==> src/design/klc_pkg.sv <==
// Package for the keypad code lock controller.
// Holds item structs, event and status codes, mode enums and reset constants.
// No dependencies.
`timescale 1ns / 1ps
`default_nettype none

package klc_pkg;

	localparam int MAX_DIGITS_DEF = 9;
	localparam int INIT_CODE_LEN  = 6;

	localparam logic [7:0] SHORT_WAIT_RST = 8'd30;
	localparam logic [7:0] LONG_WAIT_RST  = 8'd60;
	localparam logic [3:0] NEW_LEN_RST    = 4'd6;

	typedef struct packed {
		logic [3:0] req_type;
		logic [3:0] digit;
	} in_item_t;

	typedef struct packed {
		logic [1:0] motor_cmd;
		logic [3:0] status_code;
		logic       phone_pulse;
		logic [1:0] log_pulse;
		logic       waiting;
	} out_item_t;

	typedef enum logic [1:0] {
		CFG_SHORT_WAIT = 2'd0,
		CFG_LONG_WAIT  = 2'd1,
		CFG_NEW_LEN    = 2'd2
	} cfg_reg_t;

	typedef enum logic [3:0] {
		REQ_DIGIT    = 4'd0,
		REQ_STAR     = 4'd1,
		REQ_HASH     = 4'd2,
		REQ_KEY_A    = 4'd3,
		REQ_KEY_B    = 4'd4,
		REQ_KEY_C    = 4'd5,
		REQ_KEY_D    = 4'd6,
		REQ_PH_RESET = 4'd7,
		REQ_PH_ANS   = 4'd8,
		REQ_IDLE     = 4'd9,
		REQ_TICK     = 4'd10
	} req_t;

	typedef enum logic [3:0] {
		ST_NONE     = 4'd0,
		ST_DIGIT    = 4'd1,
		ST_GRANTED  = 4'd2,
		ST_WRONG    = 4'd3,
		ST_WAIT     = 4'd4,
		ST_HARD     = 4'd5,
		ST_VERIFIED = 4'd6,
		ST_STORED   = 4'd7,
		ST_CLEARED  = 4'd8,
		ST_CHANGE   = 4'd9,
		ST_RESET    = 4'd10,
		ST_PHONE    = 4'd11,
		ST_UNLOCKED = 4'd12,
		ST_ANSWER   = 4'd13,
		ST_LOCKED   = 4'd14,
		ST_IGNORED  = 4'd15
	} status_t;

	typedef enum logic [1:0] {
		MOTOR_NONE   = 2'd0,
		MOTOR_LOCK   = 2'd1,
		MOTOR_UNLOCK = 2'd2
	} motor_t;

	typedef enum logic [1:0] {
		LOG_NONE     = 2'd0,
		LOG_PRESENCE = 2'd1,
		LOG_CODE     = 2'd2
	} log_t;

	typedef enum logic [1:0] {
		LOCK_NONE   = 2'd0,
		LOCK_HARD   = 2'd1,
		LOCK_ANSWER = 2'd2
	} lock_mode_t;

	typedef enum logic [1:0] {
		PHONE_IDLE   = 2'd0,
		PHONE_RESET  = 2'd1,
		PHONE_ANSWER = 2'd2
	} phone_mode_t;

	typedef enum logic [1:0] {
		CHG_NONE   = 2'd0,
		CHG_ACTIVE = 2'd1,
		CHG_FORCED = 2'd2
	} change_mode_t;

	typedef enum logic [4:0] {
		ACT_NONE,
		ACT_IGNORED,
		ACT_TICK,
		ACT_DIGIT_ENTRY,
		ACT_DIGIT_BOTH,
		ACT_DIGIT_NEW,
		ACT_GRANT_CODE,
		ACT_WRONG,
		ACT_WAIT_SHORT,
		ACT_WAIT_LONG,
		ACT_HARD,
		ACT_VERIFIED,
		ACT_VERIFY_FAIL,
		ACT_STORED_BOTH,
		ACT_STORED_NEW,
		ACT_STAR_LOCK,
		ACT_CLEAR_ENTRY,
		ACT_CLEAR_NEW,
		ACT_CHANGE,
		ACT_RESET_ASK,
		ACT_ANSWER_ASK,
		ACT_PHONE_RESET,
		ACT_PHONE_ANSWER,
		ACT_UNLOCKED,
		ACT_ANSWERED,
		ACT_PRESENCE_GRANT,
		ACT_PRESENCE_LOCK
	} action_t;

	typedef struct packed {
		logic push_entry;
		logic push_new;
		logic commit;
	} store_cmd_t;

	function automatic logic [3:0] init_digit(input int i);
		logic [3:0] d;
		d = (i < INIT_CODE_LEN) ? 4'(i + 1) : 4'd0;
		return d;
	endfunction

endpackage

`default_nettype wire

==> src/design/klc_digit_store.sv <==
// Digit storage: stored code, entry digits and new-code digits.
// Parallel compare of the entry (with the incoming digit) against the stored code.
// Depends on klc_pkg.
`timescale 1ns / 1ps
`default_nettype none

module klc_digit_store
	import klc_pkg::*;
#(
	parameter int MAX_DIGITS = MAX_DIGITS_DEF,
	localparam int LEN_W = $clog2(MAX_DIGITS + 1)
) (
	input  wire logic             clk,
	input  wire logic             arst_n,
	input  wire store_cmd_t       cmd,
	input  wire logic [3:0]       digit,
	input  wire logic [LEN_W-1:0] entry_pos,
	input  wire logic [LEN_W-1:0] new_pos,
	input  wire logic [LEN_W-1:0] stored_len,
	output logic                  match
);

	logic [3:0] stored_q [MAX_DIGITS];
	logic [3:0] entry_q  [MAX_DIGITS];
	logic [3:0] new_q    [MAX_DIGITS];
	logic [3:0] entry_view [MAX_DIGITS];
	logic [3:0] new_view   [MAX_DIGITS];

	always_comb begin
		for (int i = 0; i < MAX_DIGITS; i++) begin
			entry_view[i] = (LEN_W'(i) == entry_pos) ? digit : entry_q[i];
			new_view[i]   = (LEN_W'(i) == new_pos) ? digit : new_q[i];
		end
	end

	always_comb begin
		match = 1'b1;
		for (int i = 0; i < MAX_DIGITS; i++) begin
			if (LEN_W'(i) < stored_len && entry_view[i] != stored_q[i]) begin
				match = 1'b0;
			end
		end
	end

	always_ff @(posedge clk) begin
		for (int i = 0; i < MAX_DIGITS; i++) begin
			if (cmd.push_entry && LEN_W'(i) == entry_pos) begin
				entry_q[i] <= digit;
			end
			if (cmd.push_new && LEN_W'(i) == new_pos) begin
				new_q[i] <= digit;
			end
		end
	end

	always_ff @(posedge clk or negedge arst_n) begin
		if (!arst_n) begin
			for (int i = 0; i < MAX_DIGITS; i++) begin
				stored_q[i] <= init_digit(i);
			end
		end else if (cmd.commit) begin
			for (int i = 0; i < MAX_DIGITS; i++) begin
				stored_q[i] <= new_view[i];
			end
		end
	end

endmodule

`default_nettype wire

==> src/design/klc_ctrl.sv <==
// Lock control: modes, attempt count, lengths and wait timer.
// Decodes one item into an action, updates state and forms the result item.
// Depends on klc_pkg; works with klc_digit_store.
`timescale 1ns / 1ps
`default_nettype none

module klc_ctrl
	import klc_pkg::*;
#(
	parameter int MAX_DIGITS = MAX_DIGITS_DEF,
	localparam int LEN_W = $clog2(MAX_DIGITS + 1)
) (
	input  wire logic             clk,
	input  wire logic             arst_n,
	input  wire logic             fire,
	input  wire in_item_t         item,
	input  wire logic [7:0]       short_wait,
	input  wire logic [7:0]       long_wait,
	input  wire logic [3:0]       new_code_len,
	input  wire logic             match,
	output store_cmd_t            store_cmd,
	output logic [LEN_W-1:0]      entry_pos,
	output logic [LEN_W-1:0]      new_pos,
	output logic [LEN_W-1:0]      stored_len,
	output out_item_t             result
);

	localparam logic [LEN_W-1:0] LEN_MAX = LEN_W'(MAX_DIGITS);

	logic [LEN_W-1:0] entry_len_q, entry_len_d;
	logic [LEN_W-1:0] new_len_q, new_len_d;
	logic [LEN_W-1:0] stored_len_q, stored_len_d;
	logic [2:0]       attempt_q, attempt_d;
	logic             door_q, door_d;
	logic             presence_q, presence_d;
	logic             reset_ask_q, reset_ask_d;
	logic             answer_ask_q, answer_ask_d;
	logic             verified_q, verified_d;
	logic [7:0]       wait_q, wait_d;
	lock_mode_t       lock_q, lock_d;
	phone_mode_t      phone_q, phone_d;
	change_mode_t     chg_q, chg_d;

	logic [LEN_W-1:0] entry_pushed;
	logic [LEN_W-1:0] new_pushed;
	logic             attempt_ok;
	logic             entry_full_len;
	logic             new_done;
	action_t          act;
	store_cmd_t       cmd;

	assign entry_pushed   = (entry_len_q < LEN_MAX) ? entry_len_q + 1'b1 : entry_len_q;
	assign new_pushed     = (new_len_q < LEN_MAX) ? new_len_q + 1'b1 : new_len_q;
	assign attempt_ok     = (attempt_q >= 3'd1) && (attempt_q <= 3'd5);
	assign entry_full_len = (entry_pushed == stored_len_q);
	assign new_done       = (4'(new_pushed) == new_code_len);

	assign entry_pos  = entry_len_q;
	assign new_pos    = new_len_q;
	assign stored_len = stored_len_q;

	always_comb begin
		act = ACT_IGNORED;
		if (req_t'(item.req_type) == REQ_TICK) begin
			act = (wait_q != 8'd0) ? ACT_TICK : ACT_NONE;
		end else if (wait_q != 8'd0) begin
			act = ACT_IGNORED;
		end else begin
			unique case (req_t'(item.req_type))
				REQ_DIGIT: begin
					priority if (lock_q != LOCK_NONE) begin
						act = ACT_IGNORED;
					end else if (!door_q && chg_q == CHG_NONE) begin
						priority if (!attempt_ok || !entry_full_len) begin
							act = ACT_DIGIT_ENTRY;
						end else if (match) begin
							act = ACT_GRANT_CODE;
						end else if (attempt_q == 3'd3) begin
							act = ACT_WAIT_SHORT;
						end else if (attempt_q == 3'd4) begin
							act = ACT_WAIT_LONG;
						end else if (attempt_q == 3'd5) begin
							act = ACT_HARD;
						end else begin
							act = ACT_WRONG;
						end
					end else if (chg_q == CHG_ACTIVE) begin
						priority if (!verified_q) begin
							if (!entry_full_len) begin
								act = ACT_DIGIT_ENTRY;
							end else begin
								act = match ? ACT_VERIFIED : ACT_VERIFY_FAIL;
							end
						end else begin
							act = new_done ? ACT_STORED_BOTH : ACT_DIGIT_BOTH;
						end
					end else if (chg_q == CHG_FORCED) begin
						act = new_done ? ACT_STORED_NEW : ACT_DIGIT_NEW;
					end else begin
						act = ACT_IGNORED;
					end
				end
				REQ_STAR: begin
					if (lock_q == LOCK_NONE && door_q) begin
						act = ACT_STAR_LOCK;
					end
				end
				REQ_HASH: begin
					priority if (!door_q && !verified_q && chg_q == CHG_NONE
							&& lock_q == LOCK_NONE) begin
						act = ACT_CLEAR_ENTRY;
					end else if (chg_q == CHG_ACTIVE && !verified_q) begin
						act = ACT_CLEAR_ENTRY;
					end else if (chg_q == CHG_ACTIVE || chg_q == CHG_FORCED) begin
						act = ACT_CLEAR_NEW;
					end else begin
						act = ACT_IGNORED;
					end
				end
				REQ_KEY_A: begin
					if (lock_q == LOCK_NONE) begin
						act = ACT_CHANGE;
					end
				end
				REQ_KEY_B: begin
					if (lock_q == LOCK_HARD) begin
						act = ACT_RESET_ASK;
					end
				end
				REQ_KEY_C: begin
					priority if (lock_q == LOCK_NONE && !answer_ask_q) begin
						act = ACT_ANSWER_ASK;
					end else if (lock_q == LOCK_HARD && reset_ask_q) begin
						act = ACT_PHONE_RESET;
					end else begin
						act = ACT_IGNORED;
					end
				end
				REQ_KEY_D: begin
					if (answer_ask_q) begin
						act = ACT_PHONE_ANSWER;
					end
				end
				REQ_PH_RESET: begin
					if (lock_q == LOCK_HARD && reset_ask_q && phone_q == PHONE_RESET) begin
						act = ACT_UNLOCKED;
					end
				end
				REQ_PH_ANS: begin
					if (lock_q == LOCK_ANSWER && answer_ask_q && phone_q == PHONE_ANSWER) begin
						act = ACT_ANSWERED;
					end
				end
				REQ_IDLE: begin
					priority if (!presence_q && !door_q) begin
						act = ACT_PRESENCE_GRANT;
					end else if (door_q) begin
						act = ACT_PRESENCE_LOCK;
					end else begin
						act = ACT_IGNORED;
					end
				end
				default: act = ACT_IGNORED;
			endcase
		end
	end

	always_comb begin
		entry_len_d  = entry_len_q;
		new_len_d    = new_len_q;
		stored_len_d = stored_len_q;
		attempt_d    = attempt_q;
		door_d       = door_q;
		presence_d   = presence_q;
		reset_ask_d  = reset_ask_q;
		answer_ask_d = answer_ask_q;
		verified_d   = verified_q;
		wait_d       = wait_q;
		lock_d       = lock_q;
		phone_d      = phone_q;
		chg_d        = chg_q;
		cmd          = '0;
		unique case (act)
			ACT_TICK: wait_d = wait_q - 8'd1;
			ACT_DIGIT_ENTRY: begin
				entry_len_d    = entry_pushed;
				cmd.push_entry = 1'b1;
			end
			ACT_DIGIT_BOTH: begin
				entry_len_d    = entry_pushed;
				new_len_d      = new_pushed;
				cmd.push_entry = 1'b1;
				cmd.push_new   = 1'b1;
			end
			ACT_DIGIT_NEW: begin
				new_len_d    = new_pushed;
				cmd.push_new = 1'b1;
			end
			ACT_GRANT_CODE: begin
				entry_len_d    = '0;
				door_d         = 1'b1;
				presence_d     = 1'b0;
				attempt_d      = 3'd1;
				cmd.push_entry = 1'b1;
			end
			ACT_WRONG: begin
				entry_len_d    = '0;
				attempt_d      = attempt_q + 3'd1;
				cmd.push_entry = 1'b1;
			end
			ACT_WAIT_SHORT: begin
				entry_len_d    = '0;
				attempt_d      = attempt_q + 3'd1;
				wait_d         = short_wait;
				cmd.push_entry = 1'b1;
			end
			ACT_WAIT_LONG: begin
				entry_len_d    = '0;
				attempt_d      = attempt_q + 3'd1;
				wait_d         = long_wait;
				cmd.push_entry = 1'b1;
			end
			ACT_HARD: begin
				entry_len_d    = '0;
				attempt_d      = attempt_q + 3'd1;
				lock_d         = LOCK_HARD;
				cmd.push_entry = 1'b1;
			end
			ACT_VERIFIED: begin
				entry_len_d    = '0;
				verified_d     = 1'b1;
				cmd.push_entry = 1'b1;
			end
			ACT_VERIFY_FAIL: begin
				entry_len_d    = '0;
				chg_d          = CHG_NONE;
				cmd.push_entry = 1'b1;
			end
			ACT_STORED_BOTH, ACT_STORED_NEW: begin
				stored_len_d   = new_pushed;
				new_len_d      = '0;
				entry_len_d    = '0;
				verified_d     = 1'b0;
				chg_d          = CHG_NONE;
				cmd.push_entry = (act == ACT_STORED_BOTH);
				cmd.push_new   = 1'b1;
				cmd.commit     = 1'b1;
			end
			ACT_STAR_LOCK: begin
				door_d     = 1'b0;
				presence_d = 1'b0;
			end
			ACT_CLEAR_ENTRY: entry_len_d = '0;
			ACT_CLEAR_NEW:   new_len_d = '0;
			ACT_CHANGE: begin
				entry_len_d = '0;
				new_len_d   = '0;
				chg_d       = CHG_ACTIVE;
			end
			ACT_RESET_ASK:   reset_ask_d = 1'b1;
			ACT_ANSWER_ASK:  answer_ask_d = 1'b1;
			ACT_PHONE_RESET: phone_d = PHONE_RESET;
			ACT_PHONE_ANSWER: begin
				lock_d  = LOCK_ANSWER;
				phone_d = PHONE_ANSWER;
			end
			ACT_UNLOCKED: begin
				lock_d      = LOCK_NONE;
				reset_ask_d = 1'b0;
				phone_d     = PHONE_IDLE;
				attempt_d   = 3'd1;
				chg_d       = CHG_FORCED;
			end
			ACT_ANSWERED: begin
				answer_ask_d = 1'b0;
				lock_d       = LOCK_NONE;
				phone_d      = PHONE_IDLE;
			end
			ACT_PRESENCE_GRANT: begin
				presence_d   = 1'b1;
				door_d       = 1'b1;
				attempt_d    = 3'd1;
				lock_d       = LOCK_NONE;
				reset_ask_d  = 1'b0;
				phone_d      = PHONE_IDLE;
				answer_ask_d = 1'b0;
			end
			ACT_PRESENCE_LOCK: begin
				presence_d = 1'b0;
				door_d     = 1'b0;
				attempt_d  = 3'd1;
				phone_d    = PHONE_IDLE;
			end
			default: ;
		endcase
	end

	assign store_cmd = fire ? cmd : '0;

	always_comb begin
		result             = '0;
		result.status_code = ST_IGNORED;
		result.waiting     = (wait_d != 8'd0);
		unique case (act)
			ACT_NONE: result.status_code = ST_NONE;
			ACT_TICK, ACT_WAIT_SHORT, ACT_WAIT_LONG: result.status_code = ST_WAIT;
			ACT_DIGIT_ENTRY, ACT_DIGIT_BOTH, ACT_DIGIT_NEW: result.status_code = ST_DIGIT;
			ACT_GRANT_CODE: begin
				result.status_code = ST_GRANTED;
				result.motor_cmd   = MOTOR_UNLOCK;
				result.log_pulse   = LOG_CODE;
			end
			ACT_WRONG, ACT_VERIFY_FAIL: result.status_code = ST_WRONG;
			ACT_HARD:     result.status_code = ST_HARD;
			ACT_VERIFIED: result.status_code = ST_VERIFIED;
			ACT_STORED_BOTH, ACT_STORED_NEW: result.status_code = ST_STORED;
			ACT_STAR_LOCK, ACT_PRESENCE_LOCK: begin
				result.status_code = ST_LOCKED;
				result.motor_cmd   = MOTOR_LOCK;
			end
			ACT_CLEAR_ENTRY, ACT_CLEAR_NEW: result.status_code = ST_CLEARED;
			ACT_CHANGE:     result.status_code = ST_CHANGE;
			ACT_RESET_ASK:  result.status_code = ST_RESET;
			ACT_ANSWER_ASK: result.status_code = ST_PHONE;
			ACT_PHONE_RESET, ACT_PHONE_ANSWER: begin
				result.status_code = ST_PHONE;
				result.phone_pulse = 1'b1;
			end
			ACT_UNLOCKED: result.status_code = ST_UNLOCKED;
			ACT_ANSWERED: result.status_code = ST_ANSWER;
			ACT_PRESENCE_GRANT: begin
				result.status_code = ST_GRANTED;
				result.motor_cmd   = MOTOR_UNLOCK;
				result.log_pulse   = LOG_PRESENCE;
			end
			default: result.status_code = ST_IGNORED;
		endcase
	end

	always_ff @(posedge clk or negedge arst_n) begin
		if (!arst_n) begin
			entry_len_q  <= '0;
			new_len_q    <= '0;
			stored_len_q <= LEN_W'(INIT_CODE_LEN);
			attempt_q    <= 3'd1;
			door_q       <= 1'b0;
			presence_q   <= 1'b0;
			reset_ask_q  <= 1'b0;
			answer_ask_q <= 1'b0;
			verified_q   <= 1'b0;
			wait_q       <= 8'd0;
			lock_q       <= LOCK_NONE;
			phone_q      <= PHONE_IDLE;
			chg_q        <= CHG_NONE;
		end else if (fire) begin
			entry_len_q  <= entry_len_d;
			new_len_q    <= new_len_d;
			stored_len_q <= stored_len_d;
			attempt_q    <= attempt_d;
			door_q       <= door_d;
			presence_q   <= presence_d;
			reset_ask_q  <= reset_ask_d;
			answer_ask_q <= answer_ask_d;
			verified_q   <= verified_d;
			wait_q       <= wait_d;
			lock_q       <= lock_d;
			phone_q      <= phone_d;
			chg_q        <= chg_d;
		end
	end

endmodule

`default_nettype wire

==> src/design/keypad_code_lock_controller.sv <==
// Keypad code lock controller, top level.
// Input register, configuration registers, result register; uses klc_ctrl,
// klc_digit_store and klc_pkg.
//
// Usage:
//   req channel (req_valid, req_stall, req) carries one event item: a key, a
//   phone confirmation, a presence-idle event or a one-second tick.
//   res channel (res_valid, res_stall, res) returns exactly one result item per
//   event: motor command, status code, phone and log pulses, waiting flag.
//   An item accepted at a clock edge sits in the input register; its result
//   is loaded into the result register once that register is empty or being
//   drained. One item per cycle is sustained while res_stall is low: the
//   decode, the parallel code compare and the state update all fit between
//   the input register and the result register.
//   If res_stall is held, the result register holds its item and the input
//   register can still take one more item; req_stall rises only when both are
//   full. Configuration writes (cfg_we, cfg_index, cfg_data) take effect at the
//   next edge; the user must make them while no item is in flight (not enforced).
//   Reset clears all control state, restores the code 1 2 3 4 5 6 and the
//   default wait times and new-code length; no items are in flight after it.
`timescale 1ns / 1ps
`default_nettype none

module keypad_code_lock_controller
	import klc_pkg::*;
#(
	parameter int MAX_DIGITS = MAX_DIGITS_DEF
) (
	input  wire logic       clk,
	input  wire logic       arst_n,
	input  wire logic       req_valid,
	output logic            req_stall,
	input  wire in_item_t   req,
	output logic            res_valid,
	input  wire logic       res_stall,
	output out_item_t       res,
	input  wire logic       cfg_we,
	input  wire logic [1:0] cfg_index,
	input  wire logic [7:0] cfg_data
);

	localparam int LEN_W = $clog2(MAX_DIGITS + 1);

	in_item_t         req_s1;
	logic             valid_s1;
	out_item_t        res_s2;
	logic             valid_s2;
	logic [7:0]       short_wait_q;
	logic [7:0]       long_wait_q;
	logic [3:0]       new_len_cfg_q;
	logic             fire;
	logic             accept;
	logic             match;
	store_cmd_t       store_cmd;
	logic [LEN_W-1:0] entry_pos;
	logic [LEN_W-1:0] new_pos;
	logic [LEN_W-1:0] stored_len;
	out_item_t        result;

	assign fire      = valid_s1 && (!valid_s2 || !res_stall);
	assign req_stall = valid_s1 && !(!valid_s2 || !res_stall);
	assign accept    = req_valid && !req_stall;
	assign res_valid = valid_s2;
	assign res       = res_s2;

	always_ff @(posedge clk or negedge arst_n) begin
		if (!arst_n) begin
			valid_s1 <= 1'b0;
			valid_s2 <= 1'b0;
		end else begin
			if (accept) begin
				valid_s1 <= 1'b1;
			end else if (fire) begin
				valid_s1 <= 1'b0;
			end
			if (fire) begin
				valid_s2 <= 1'b1;
			end else if (!res_stall) begin
				valid_s2 <= 1'b0;
			end
		end
	end

	always_ff @(posedge clk) begin
		if (accept) begin
			req_s1 <= req;
		end
		if (fire) begin
			res_s2 <= result;
		end
	end

	always_ff @(posedge clk or negedge arst_n) begin
		if (!arst_n) begin
			short_wait_q  <= SHORT_WAIT_RST;
			long_wait_q   <= LONG_WAIT_RST;
			new_len_cfg_q <= NEW_LEN_RST;
		end else if (cfg_we) begin
			unique case (cfg_reg_t'(cfg_index))
				CFG_SHORT_WAIT: short_wait_q <= cfg_data;
				CFG_LONG_WAIT:  long_wait_q <= cfg_data;
				CFG_NEW_LEN:    new_len_cfg_q <= cfg_data[3:0];
				default: ;
			endcase
		end
	end

	klc_ctrl #(
		.MAX_DIGITS (MAX_DIGITS)
	) u_ctrl (
		.clk          (clk),
		.arst_n       (arst_n),
		.fire         (fire),
		.item         (req_s1),
		.short_wait   (short_wait_q),
		.long_wait    (long_wait_q),
		.new_code_len (new_len_cfg_q),
		.match        (match),
		.store_cmd    (store_cmd),
		.entry_pos    (entry_pos),
		.new_pos      (new_pos),
		.stored_len   (stored_len),
		.result       (result)
	);

	klc_digit_store #(
		.MAX_DIGITS (MAX_DIGITS)
	) u_store (
		.clk        (clk),
		.arst_n     (arst_n),
		.cmd        (store_cmd),
		.digit      (req_s1.digit),
		.entry_pos  (entry_pos),
		.new_pos    (new_pos),
		.stored_len (stored_len),
		.match      (match)
	);

endmodule

`default_nettype wire

==> config.mk <==
export PLATFORM = sky130hd
export DESIGN_NAME = keypad_code_lock_controller
export DESIGN_NICKNAME = d
export VERILOG_FILES = /design/src/design/klc_pkg.sv /design/src/design/klc_digit_store.sv /design/src/design/klc_ctrl.sv /design/src/design/keypad_code_lock_controller.sv
export SDC_FILE = /design/constraint.sdc
export NUM_CORES = 1
export LEC_CHECK = 0
export ABC_AREA = 1
export ABC_CLOCK_PERIOD_IN_PS = 7300
export BUFFER_PORTS_ARGS = -buffer_cell sky130_fd_sc_hd__buf_2
export CAP_MARGIN = 20
export CORE_UTILIZATION = 40
export DETAILED_ROUTE_END_ITERATION = 10
export PLACE_DENSITY = 0.63
export SYNTH_ARGS = -nofsm -noshare
export SYNTH_HDL_FRONTEND = slang
export SYNTH_HIERARCHICAL = 1
export SYNTH_SLANG_ARGS = --single-unit
==> constraint.sdc <==
create_clock -name clk -period 7.3 [get_ports clk]
set_input_delay 0 -clock clk [delete_from_list [all_inputs] [get_ports clk]]
set_output_delay 0 -clock clk [all_outputs]
set_load 0.005 [all_outputs]
==> flow_metrics.env <==
export IMPL_port_buffers=34
export IMPL_postCtsSetupBuffers=0
export IMPL_leakagePower_nw=5.60
export IMPL_first_pass_iters=6
export IMPL_diodes=0
export IMPL_status="finished, final reports clean"
export IMPL_ys_flop_type="edfxtp_1"
export IMPL_rsz0062_at_grt="no"
export IMPL_path_depth=29
export IMPL_hold_viol_final=0
export IMPL_viasPerCell=5.14
export IMPL_critPathLaunch="u_ctrl/entry_pos[3]"
export IMPL_p_int_mw=1.86
export IMPL_hold_path_class="in2reg"
export IMPL_clock_path_buffers=2
export IMPL_power_density_nw_per_um2=241
export IMPL_slew_headroom=0.456
export IMPL_synth_nets=1403
export IMPL_dpl_hpwl_um=18400
export IMPL_cp_top_family="simple AND/OR/NAND/NOR gates"
export IMPL_grt_overflow_total=0
export IMPL_cp_max_fo=27
export IMPL_p_sw_frac=0.360
export IMPL_wl_per_cell_um=15.2
export IMPL_clock_root_buffer="clkbuf_16"
export IMPL_netlist_instances=1368
export IMPL_cap_viol_max_count=0
export IMPL_vias=9111
export IMPL_hold_buffers=27
export IMPL_dieArea_sq_um=27600
export IMPL_layout_drive_gt1_share=0.144
export IMPL_fp_coreArea_sq_um=26200
export IMPL_finalCriticalPeriod_ns=5.30
export IMPL_vdd_drop_max_mv=0.131
export IMPL_hp_start="cfg_we"
export IMPL_critPathLaunchType="register"
export IMPL_crit_slowest_cell="nor2_4"
export IMPL_grt_pass1_vias=8554
export IMPL_r2r_start="u_ctrl/entry_pos[3]"
export IMPL_path_buf_inv=4
export IMPL_drtIter0Drc=741
export IMPL_min_period_over_period=0.725
export IMPL_setup_viol=0
export IMPL_wl_um=26900
export IMPL_crit_path_max_incr_delay_ns=0.67
export IMPL_cts_made_buffers=17
export IMPL_cp_end_kind="register"
export IMPL_yosysSeqAreaShare=0.467
export IMPL_p_comb_frac=0.265
export IMPL_critPathRequiredTime_ns=7.39
export IMPL_crit_top_cell="nand2_1"
export IMPL_clkLatencyLatePin_ns=0.44
export IMPL_area_growth_pct=12.1
export IMPL_worst_slew_pin_slew_ns=0.816
export IMPL_grt_pass1_wl_um=44200
export IMPL_tritoncts="done"
export IMPL_finClkSkew_ns=0.0165
export IMPL_timing_hold_ws_ns=0.0148
export IMPL_antenna_found_initial=0
export IMPL_synth_edf_count=90
export IMPL_die_w_um=166
export IMPL_drcViolationCount=0
export IMPL_synthDistinctLibCells=48
export IMPL_ff2ff_path_depth=29
export IMPL_num_nets_final=1461
export IMPL_power_frac_clock=0.310
export IMPL_grt_max_degree=77
export IMPL_grt_total_usage=0.202
export IMPL_path_class="reg2reg"
export IMPL_clk_pin_slew_ns=0.07
export IMPL_n_fill_cell=2524
export IMPL_pin_count=35
export IMPL_syn_area_sq_um=10800
export IMPL_yosysWarnings=6
export IMPL_die_h_um=166
export IMPL_ys_ff_latch=182
export IMPL_seq_power_share=0.425
export IMPL_fmax_mhz=189
export IMPL_initial_core_util=0.411
export IMPL_antenna_left=0
export IMPL_crit_arrival_ns=5.38
export IMPL_row_count=59
export IMPL_syn_avg_cell_area_sq_um=7.87
export IMPL_p_sw_mw=1.05
export IMPL_htreeDepth=4
export IMPL_synthArstFlopShare=0.505
export IMPL_setup_tns_ns=0
export IMPL_ctsResizeCount=0
export IMPL_holdPathStages=3
export IMPL_finalMaxSlewViolations=0
export IMPL_cts_sinks=182
export IMPL_place_gp_congestion=0.920
## state kept, by name (all words and copies together) (netlist names)
register             flops
long_wait_q              8
u_store/stored_q        36
u_store/entry_q         36
u_ctrl/reset_ask_q       1
u_ctrl/chg_q             2
u_ctrl/presence_q        1
valid_s1                 1
u_ctrl/verified_q        1
u_ctrl/wait_q            8
res_valid                1
u_ctrl/phone_q           2
new_len_cfg_q            4
u_ctrl/lock_q            2
req_s1                   8
short_wait_q             8
u_ctrl/entry_pos         4
u_ctrl/new_pos           4
u_ctrl/stored_len        4
u_ctrl/attempt_q         3
res                     10
u_ctrl/answer_ask_q      1
u_store/new_q           36
u_ctrl/door_q            1
## worst register-to-register path: cells and delay by family (launching register included)
| kind | cells | cell delay [ns] |
|---|---|---|
| flops | 1 | 0.58 |
| compound gates | 2 | 0.36 |
| simple gates | 23 | 3.22 |
| buf+inv | 4 | 0.79 |
## layout make-up
class / instances / area (sq um) / share of cell area
Sequential cell: 182 / 5030 / 0.417
Multi-Input combinational cell: 958 / 4790 / 0.397
Inverter: 198 / 748 / 0.0620
Timing Repair Buffer: 69 / 503 / 0.0417
Clock buffer: 18 / 439 / 0.0364
Tap cell: 335 / 419 / 0.0347
Clock inverter: 14 / 130 / 0.0108
## stage by stage
stage | std cells | power (mW) | worst slack, ns | util | instance area (sq um)
global placement | 1715 | 2.00 | 2.19 | 0.428 | 11200
CTS | 1774 | 2.93 | 2.05 | 0.460 | 12100
floorplan | 1368 | 1.83 | 3.52 | - | 10800
detailed placement | 1715 | 2.01 | 2.09 | 0.428 | 11200
global route | 1774 | 3.09 | 1.47 | 0.460 | 12100
finish | 1774 | 2.91 | 2.00 | 0.460 | 12100
## final timing paths
check                                         to  slack [ns]
setup / recovery           u_store/entry_q[0][0]        2.00
max in group asynchronous   u_store/stored_q[28]        6.03
hold / removal                  new_len_cfg_q[1]        0.01
min in group asynchronous        short_wait_q[5]        0.08
hold reg to reg                   long_wait_q[5]        0.47
setup reg to reg           u_store/entry_q[0][0]        2.00
## kinds of logic (layout without fill, tap and decap cells)
| logic type | Yosys count | count (layout) | share of synthesized area |
|---|---|---|---|
| buffers and inverters | 228 | 299 | 0.0877 |
| AOI/OAI and AO/OA | 159 | 159 | 0.0854 |
| adders and majority gates | 12 | 12 | 0.0139 |
| and+or+nand+nor | 782 | 782 | 0.341 |
| DFF | 182 | 182 | 0.467 |
| xor gates and xnor gates | 5 | 5 | 0.00407 |
## metal layers
layer	routed length [um]	vias up	track usage
li1	-	4598	-
met1	12400	4216	0.277
met2	12700	265	0.334
met3	1330	32	0.0286
met4	431	0	0.0569
met5	0	-	0
## power groups by stage
stage / sequential (mW) / clock (mW) / combinational [mW]
6_report: 1.24 / 0.903 / 0.771
5_1_grt: 1.25 / 0.965 / 0.874
4_1_cts: 1.24 / 0.923 / 0.767
3_5_place_dp: 1.26 / 0 / 0.750
3_3_place_gp: 1.26 / 0 / 0.744
2_1_floorplan: 1.24 / 0 / 0.586
## placed cells by master, fill, tap and decap left out, types with 3 or more instances in the layout
cell type / instances
dlygate4sd3_1: 27
inv_1: 171
nor2_8: 3
inv_8: 4
a21oi_2: 5
dfstp_2: 22
nor3_1: 13
inv_2: 18
edfxtp_1: 90
inv_6: 7
nor4_1: 4
nor2_4: 11
clkbuf_16: 17
xor2_1: 4
a21oi_1: 8
nor2_2: 16
o211ai_1: 5
nand2_4: 12
nor2_1: 137
nand3_1: 157
ha_1: 12
buf_4: 9
o2111ai_1: 3
nand2_2: 26
nand3b_1: 4
nand2_1: 368
nand3_2: 9
dfrtp_1: 70
o21ai_1: 28
buf_2: 33
o22ai_1: 39
clkinv_1: 8
nand4_1: 14
o21ai_0: 62
## cell usage after synthesis (18+ instances only)
cell      instances  area share
nand3_1         157       0.073
nand2_1         368        0.13
dfstp_2          22       0.054
nand2_2          26       0.015
o21ai_0          62       0.029
inv_2            18      0.0063
o21ai_1          28       0.013
edfxtp_1         90        0.25
inv_1           171       0.060
nor2_1          138       0.048
dfrtp_1          70        0.16
o22ai_1          39       0.023
Power figures use the tool's default switching activity.
